## config.mk

```make
export PLATFORM = sky130hd
export DESIGN_NAME = tlpte_front
export DESIGN_NICKNAME = d
export VERILOG_FILES = /design/src/hdl/tlpte_pkg.sv /design/src/hdl/tlpte_front.sv
export SDC_FILE = /design/constraint.sdc
export NUM_CORES = 1
export LEC_CHECK = 0
export BUFFER_PORTS_ARGS = -buffer_cell sky130_fd_sc_hd__buf_4
export CORE_MARGIN = 4
export CORE_UTILIZATION = 54
export DETAILED_ROUTE_END_ITERATION = 8
export PLACE_DENSITY = 0.84
export SETUP_SLACK_MARGIN = 0.4
export SYNTH_ARGS = -nofsm -noshare
export SYNTH_HDL_FRONTEND = slang
export SYNTH_SLANG_ARGS = --single-unit
```

## constraint.sdc

```tcl
create_clock -name clock -period 6.64 [get_ports clock]
set_clock_uncertainty 0.1 [all_clocks]
set_input_delay 0.996 -clock clock [delete_from_list [all_inputs] [get_ports clock]]
set_output_delay 0.996 -clock clock [all_outputs]
set_load 0.005 [all_outputs]
```

## src/hdl/tlpte_pkg.sv

```systemverilog
`default_nettype none
package tlpte_pkg;

   localparam int DIR_BITS_DEFAULT = 4;
   localparam int VA_WIDTH         = 26;
   localparam int FRAME_WIDTH      = 20;
   localparam int TI_WIDTH         = 10;
   localparam int VA_DIR_WIDTH     = 4;
   localparam int ENTRY_WIDTH      = 24;
   localparam int FLAG_WIDTH       = 6;
   localparam int QUEUE_DEPTH      = 2;

   typedef enum logic [1:0] {
      OP_TRANSLATE = 2'd0,
      OP_MAP       = 2'd1,
      OP_REMAP     = 2'd2,
      OP_UNMAP     = 2'd3
   } op_type;

   typedef enum logic [1:0] {
      ST_OK     = 2'd0,
      ST_FAULT  = 2'd1,
      ST_DENIED = 2'd2
   } status_type;

   typedef enum logic [1:0] {
      BK_IDLE,
      BK_LOOKUP,
      BK_CLEAR,
      BK_FINISH
   } back_state_type;

   typedef struct packed {
      logic [1:0]             command;
      logic [VA_WIDTH-1:0]    virt_addr;
      logic [FRAME_WIDTH-1:0] phys_frame;
      logic                   want_read;
      logic                   want_write;
      logic                   no_cache;
      logic                   user_access;
   } req_type;

   typedef struct packed {
      logic [1:0]             status;
      logic [FLAG_WIDTH-1:0]  fault_flags;
      logic [FRAME_WIDTH-1:0] frame_out;
      logic                   flush_needed;
      logic                   table_created;
   } rsp_type;

   // decoded command as it waits in the queue
   typedef struct packed {
      op_type                  op;
      logic                    deny;
      logic [VA_DIR_WIDTH-1:0] dir_field;
      logic [TI_WIDTH-1:0]     ti;
      logic [FRAME_WIDTH-1:0]  frame;
      logic                    wr;
      logic                    nc;
      logic                    us;
   } cmd_type;

   typedef struct packed {
      logic    valid;
      cmd_type item;
   } queue_out_type;

endpackage
`default_nettype wire

```

## src/hdl/tlpte_front.sv

```systemverilog
`default_nettype none
module tlpte_front (
   input  wire logic                   clock,
   input  wire logic                   reset,
   input  wire logic                   start,
   output logic                        busy,
   input  wire tlpte_pkg::req_type     req_item,
   input  wire logic                   pop,
   output tlpte_pkg::queue_out_type    q_out
);
   localparam int PtrW = $clog2(tlpte_pkg::QUEUE_DEPTH);
   localparam int CntW = $clog2(tlpte_pkg::QUEUE_DEPTH + 1);

   tlpte_pkg::cmd_type slot_ff [tlpte_pkg::QUEUE_DEPTH];
   logic [PtrW-1:0] wr_ptr_ff, wr_ptr_in, rd_ptr_ff, rd_ptr_in;
   logic [CntW-1:0] count_ff, count_in;
   tlpte_pkg::cmd_type decoded;
   logic push;

   // classify: commands without read right are refused up front, except unmap
   always_comb begin
      decoded.op        = tlpte_pkg::op_type'(req_item.command);
      decoded.deny      = !req_item.want_read &&
                          (req_item.command != tlpte_pkg::OP_UNMAP);
      decoded.dir_field = req_item.virt_addr[22 +: tlpte_pkg::VA_DIR_WIDTH];
      decoded.ti        = req_item.virt_addr[12 +: tlpte_pkg::TI_WIDTH];
      decoded.frame     = req_item.phys_frame;
      decoded.wr        = req_item.want_write;
      decoded.nc        = req_item.no_cache;
      decoded.us        = req_item.user_access;
   end

   assign busy = (count_ff == CntW'(tlpte_pkg::QUEUE_DEPTH));
   assign push = start && !busy;
   assign q_out.valid = (count_ff != '0);
   assign q_out.item  = slot_ff[rd_ptr_ff];

   always_comb begin
      wr_ptr_in = push ? PtrW'(wr_ptr_ff + 1'b1) : wr_ptr_ff;
      rd_ptr_in = (pop && q_out.valid) ? PtrW'(rd_ptr_ff + 1'b1) : rd_ptr_ff;
      count_in  = count_ff + CntW'(push) - CntW'(pop && q_out.valid);
   end

   always_ff @(posedge clock) begin
      if (reset) begin
         wr_ptr_ff <= '0;
         rd_ptr_ff <= '0;
         count_ff  <= '0;
      end else begin
         wr_ptr_ff <= wr_ptr_in;
         rd_ptr_ff <= rd_ptr_in;
         count_ff  <= count_in;
      end
   end

   always_ff @(posedge clock) begin
      if (push) begin
         slot_ff[wr_ptr_ff] <= decoded;
      end
   end
endmodule
`default_nettype wire

```

## After elaboration in Yosys (flattened, before gate mapping)

Memory sizes are Yosys's and may differ from the RTL's. A register that Yosys moved wholly into a read port is not among the register bits.
Cells that the tools add are included.

| cells by class | value |
|---|---|
| $add $sub $neg | 4 |
| multiply operators | 0 |
| divide/modulo/power cells | 0 |
| $lt $le $gt $ge | 0 |
| equality and inequality tests | 2 |
| shift operators | 0 |
| muxes and demuxes | 4 |
| bitwise operators | 0 |
| reductions and logical operators | 6 |

Operators with widths:

| operator | number |
|---|---|
| 2-to-1 mux 1 bit | 4 |
| logical AND 1 bit | 3 |
| adder 1 bit, second input constant | 2 |
| adder 2 x 1 -> 2 bit | 1 |
| equality test 2 bit, second input constant | 1 |
| zero test 1 bit | 2 |
| != test 2 bit, second input constant | 1 |
| nonzero test 2 bit | 1 |
| subtractor 2 x 1 -> 2 bit | 1 |

| word-level totals | value |
|---|---|
| register bits | 4 |
| bits in latches | 0 |
| RAM bits | 80 |
| bits in read-only memories | 0 |
| input bits | 56 |
| memories kept | 1 |

Memory list:

| name | words | width | rd ports | clocked after memory_dff | write ports | line | text |
|---|---|---|---|---|---|---|---|
| slot_ff | 2 | 40 | 1 | 1 | 1 | tlpte_front.sv:14 | `tlpte_pkg::cmd_type slot_ff [tlpte_pkg::QUEUE_DEPTH];` |

## Longest topological paths before layout

| logic depth | value |
|---|---|
| depth after elaboration | 5 |
| depth in mapped cells | 8 |
| gate-level depth less buffers | 8 |

## Worst setup path before layout

No wires, ideal clock.

| path | value |
|---|---|
| kind | input to register |
| start point | input port start |
| end point | memory slot_ff[0][0] (netlist name) (enable) |
| library setup time | 0.394 ns |
| data arrival time | 2.179 ns |
| path slack | 3.966 ns |
| stages on the path | 3 |
| path buffers | 0 |
| path through | inv_1 or3_1 inv_1 |

| between the ends | value |
|---|---|
| word-level cells in the longest chain between the ends | 3 |

RTL lines:

| item | line | text |
|---|---|---|
| start: declaration | tlpte_front.sv:5 | `input wire logic start,` |
| logical AND 1 bit | tlpte_front.sv:34 | `assign push = start && !busy;` |
| 2-to-1 mux 1 bit | tlpte_front.sv:57 | `if (push) begin` |
| 2-to-1 mux 1 bit (not written as such) | tlpte_front.sv:58 | `slot_ff[wr_ptr_ff] <= decoded;` |
| end: declaration | tlpte_front.sv:14 |  |

Every way passes these cells.

==> impl_summary.md <==
Route
For this block, the routed nets add up to 5.24 mm of wire. The average routed wire per standard cell is 16.3 microns. Once detail routing completed, the nets flagged for antenna violations numbered 0.

The total via count after detailed routing is 1608. The detailed-route DRC error count is 0. In the routed layout, each cell is associated on average with a via count of 4.99. The detailed router finished its first iteration with 62 violations.

The first detailed-routing pass ran for 6 iterations.

Timing
The number of slew-limit violations in the final report came to 0. The highest achievable clock rate is 337 MHz. The pin slew with the least headroom to its limit is 0.949 ns. The worst path uses 44.7% of the clock period. The count of final setup violators is 0.

The setup TNS is 0 ns. Setup slack closes at 3.67 ns. Hold is met by 0.422 ns. The final critical path time including I/O delays and setup is 2.97 ns. In this run the tightest slew margin relative to its limit is 36.7%.

The final hold violation count is 0. Setup repair after global routing left no endpoint under its margin.

Final layout
In the final layout, the share of cells above drive strength 1 is 57.2%. Compared with the post-synthesis result, the final layout area differs by 29.0%. The filler cells instantiated in the layout total 388. After routing the design area is 4020 sq um. The number of diodes is 0.

At the end of the flow, the number of nets in the layout was 303.

Clock tree
The worst-skew pair later-pin latency is 0.33 ns. The H-tree was split into 3 levels. The buffers inserted during post-CTS setup optimization is 0. No sink is reached through more buffers than the 2 on the longest clock path. TritonCTS built the clock tree. The post-cts repair resize count is 0. The CTS buffer count is 9. Clock-pin slew was measured on the worst setup and hold paths at 0.08 ns.

The tree built by TritonCTS fans out to 85 sinks. The master cell of the clock root buffer is clkbuf_8. The post-cts hold buffer count is 0.

Synthesis
For this run, the number of Yosys warnings is 0. The total standard cell area after synthesis is 3110 sq um. The net count after synthesis is 210. The number of instances in the synthesized netlist is 152. The sequential cell area fraction in the yosys report is 80.4%.

The synthesized netlist contains 21 unique library cells. After synthesis, the mean cell area works out to 20.5 sq um. The flop and latch count out of synthesis is 85.

Worst setup path
The total buffers and inverters traversed by the critical path is 1. The maximum fanout encountered on the critical timing path is 40. The largest single stage delay on the critical path is 0.94 ns. At the worst endpoint, the required time is 5.54 ns. STA classifies the critical path startpoint as a flip-flop. The signal on the critical path passes through mux2_2 -> buf_4. The critical path capture point type is an output port. Data arrives at the worst endpoint at 1.87 ns. In this design, the largest share of critical-path delay is due to flip-flops. The worst setup path category is reg2out. For this design, the slowest cell found on the critical path is dfxtp_2.

Place
During placement, the flow inserted port buffers numbering 85. The area of placed instances is 3830 sq um. The final weighted congestion of routability-driven global placement is 0.691. OpenSTA, run right after detailed placement, puts the worst setup slack at 4.01 ns. The half-perimeter wire length after placement is 3.38 mm.

GRT
The pin count of the biggest net entering global routing is 41. Across every metal layer, demand over resource in global routing totals 16.0%. The via count of the first global-routing pass is 1738. The initial antenna violation count was 0.

The first global-routing pass estimated 8.44 mm of wire. For this run the aggregate overflow at the end of global routing stands at 0.

Floorplan
The floorplan row count is 27. The initial core utilization is 56.2%. The core region is 5540 sq um.

The die covers 7050 sq um. The die extent in x is 83.9 microns. The count of pins on the block boundary is 98.

The height of the die is 83.9 microns.

Status
The flow ran to the end, and the final reports show no timing, DRC or antenna violations.

Power and ir drop
The leakage dissipation is 0.00153 uW. The maximum resistive drop on vdd is 317 uV. In this run the power density over the cells is 364 nW/um^2.

Job
The number of maximum-capacitance constraint violations is 0.

Worst hold path
The type of the worst min-delay path is reg2reg.
-- power by group --
part           leakage [uW]  internal [uW]  switching [uW]
sequential         0.000789            685            55.8
combinational      0.000646            234             142
clock             0.0000947            184             161
total               0.00153           1100             358
-- kinds of logic after synthesis --
group	after synthesis	synth area share (%)
flip-flops	85	80.4
AND/OR/NAND/NOR	11	1.97
XOR/XNOR	2	0.563
buffers and inverters	8	1.12
multiplexers	40	14.5
AO/OA/AOI/OAI	4	0.723
adder cells (fa/ha/maj)	2	0.803
-- worst reg2reg max path, stage by stage, from the launching register on --
cell and delay [ns]:
dfxtp_1 0.37, nand2b_2 0.16, inv_2 0.04, or3_1 0.36, inv_1 0.09, buf_4 0.45
-- cell usage in the layout, fill, tap and decap left out, drive strengths merged --
master   n
nor2b    1
clkinv   1
nor2     3
nor3     1
nand2    1
and2     1
or3      1
a21oi    2
xor2     1
and3     1
xnor2    1
o21a     1
inv      4
nand2b   1
bufinv   1
ha       2
dfxtp    5
edfxtp  80
or2      1
clkbuf  14
o21ai    1
mux2    40
buf     86
-- per-stage QoR --
stage	instances	total power (uW)	util, %
detailed placement	306	1140	69.2
global route	322	1550	72.5
finish	322	1460	72.5
CTS	322	1480	72.5
floorplan	152	931	-
global placement	306	1120	69.2
-- path summary, 6_finish.rpt --
kind              depth (start not counted)                    from  slack, ns                        to
setup / recovery                          2               flip-flop       3.67                 q_out[21]
hold / removal                            2  rd_ptr_ff$_SDFFE_PP0P_       0.42                 flip-flop
setup reg to reg                          5  count_ff[0]$_SDFF_PP0_       4.68  slot_ff[0][23]$_DFFE_PP_
hold reg to reg                           2  rd_ptr_ff$_SDFFE_PP0P_       0.42                 flip-flop
-- synthesized netlist by cell type (all sizes together) --
master  instances  area share [%]
inv             4            0.48
and2            1            0.20
o21ai           1            0.16
ha              2            0.80
buf             4            0.64
and3            1            0.24
o21a            1            0.24
or2             1            0.20
nor2            3            0.36
xnor2           1            0.28
a21oi           2            0.32
or3             1            0.20
dfxtp           5             3.2
nand2           1            0.12
mux2           40              14
nor2b           1            0.20
nand2b          1            0.28
xor2            1            0.28
edfxtp         80              77
nor3            1            0.16
-- cell type report --
type	count	area, sq um	share of cell area [%]
clock buffer	14	153	3.80
clock inverter	2	35.0	0.872
tap	72	90.1	2.24
sequential	85	2500	62.3
inverter	4	15.0	0.374
multi-input combinational	59	577	14.4
timing repair buffer	86	646	16.1
-- layer usage --
metal	vias up	GRT usage, %	part of all wire, %
li1	769	-	-
met4	0	7.46	1.7
met1	764	18.3	41
met3	10	4.84	6.2
met5	-	0	0
met2	65	27.3	51
-- registers in the layout, indices dropped and copies added (netlist names), named ones only --
signal / flops
wr_ptr_ff: 1
slot_ff: 80
count_ff: 2
rd_ptr_ff: 1
No activity file was read; power rests on OpenSTA's default activity.
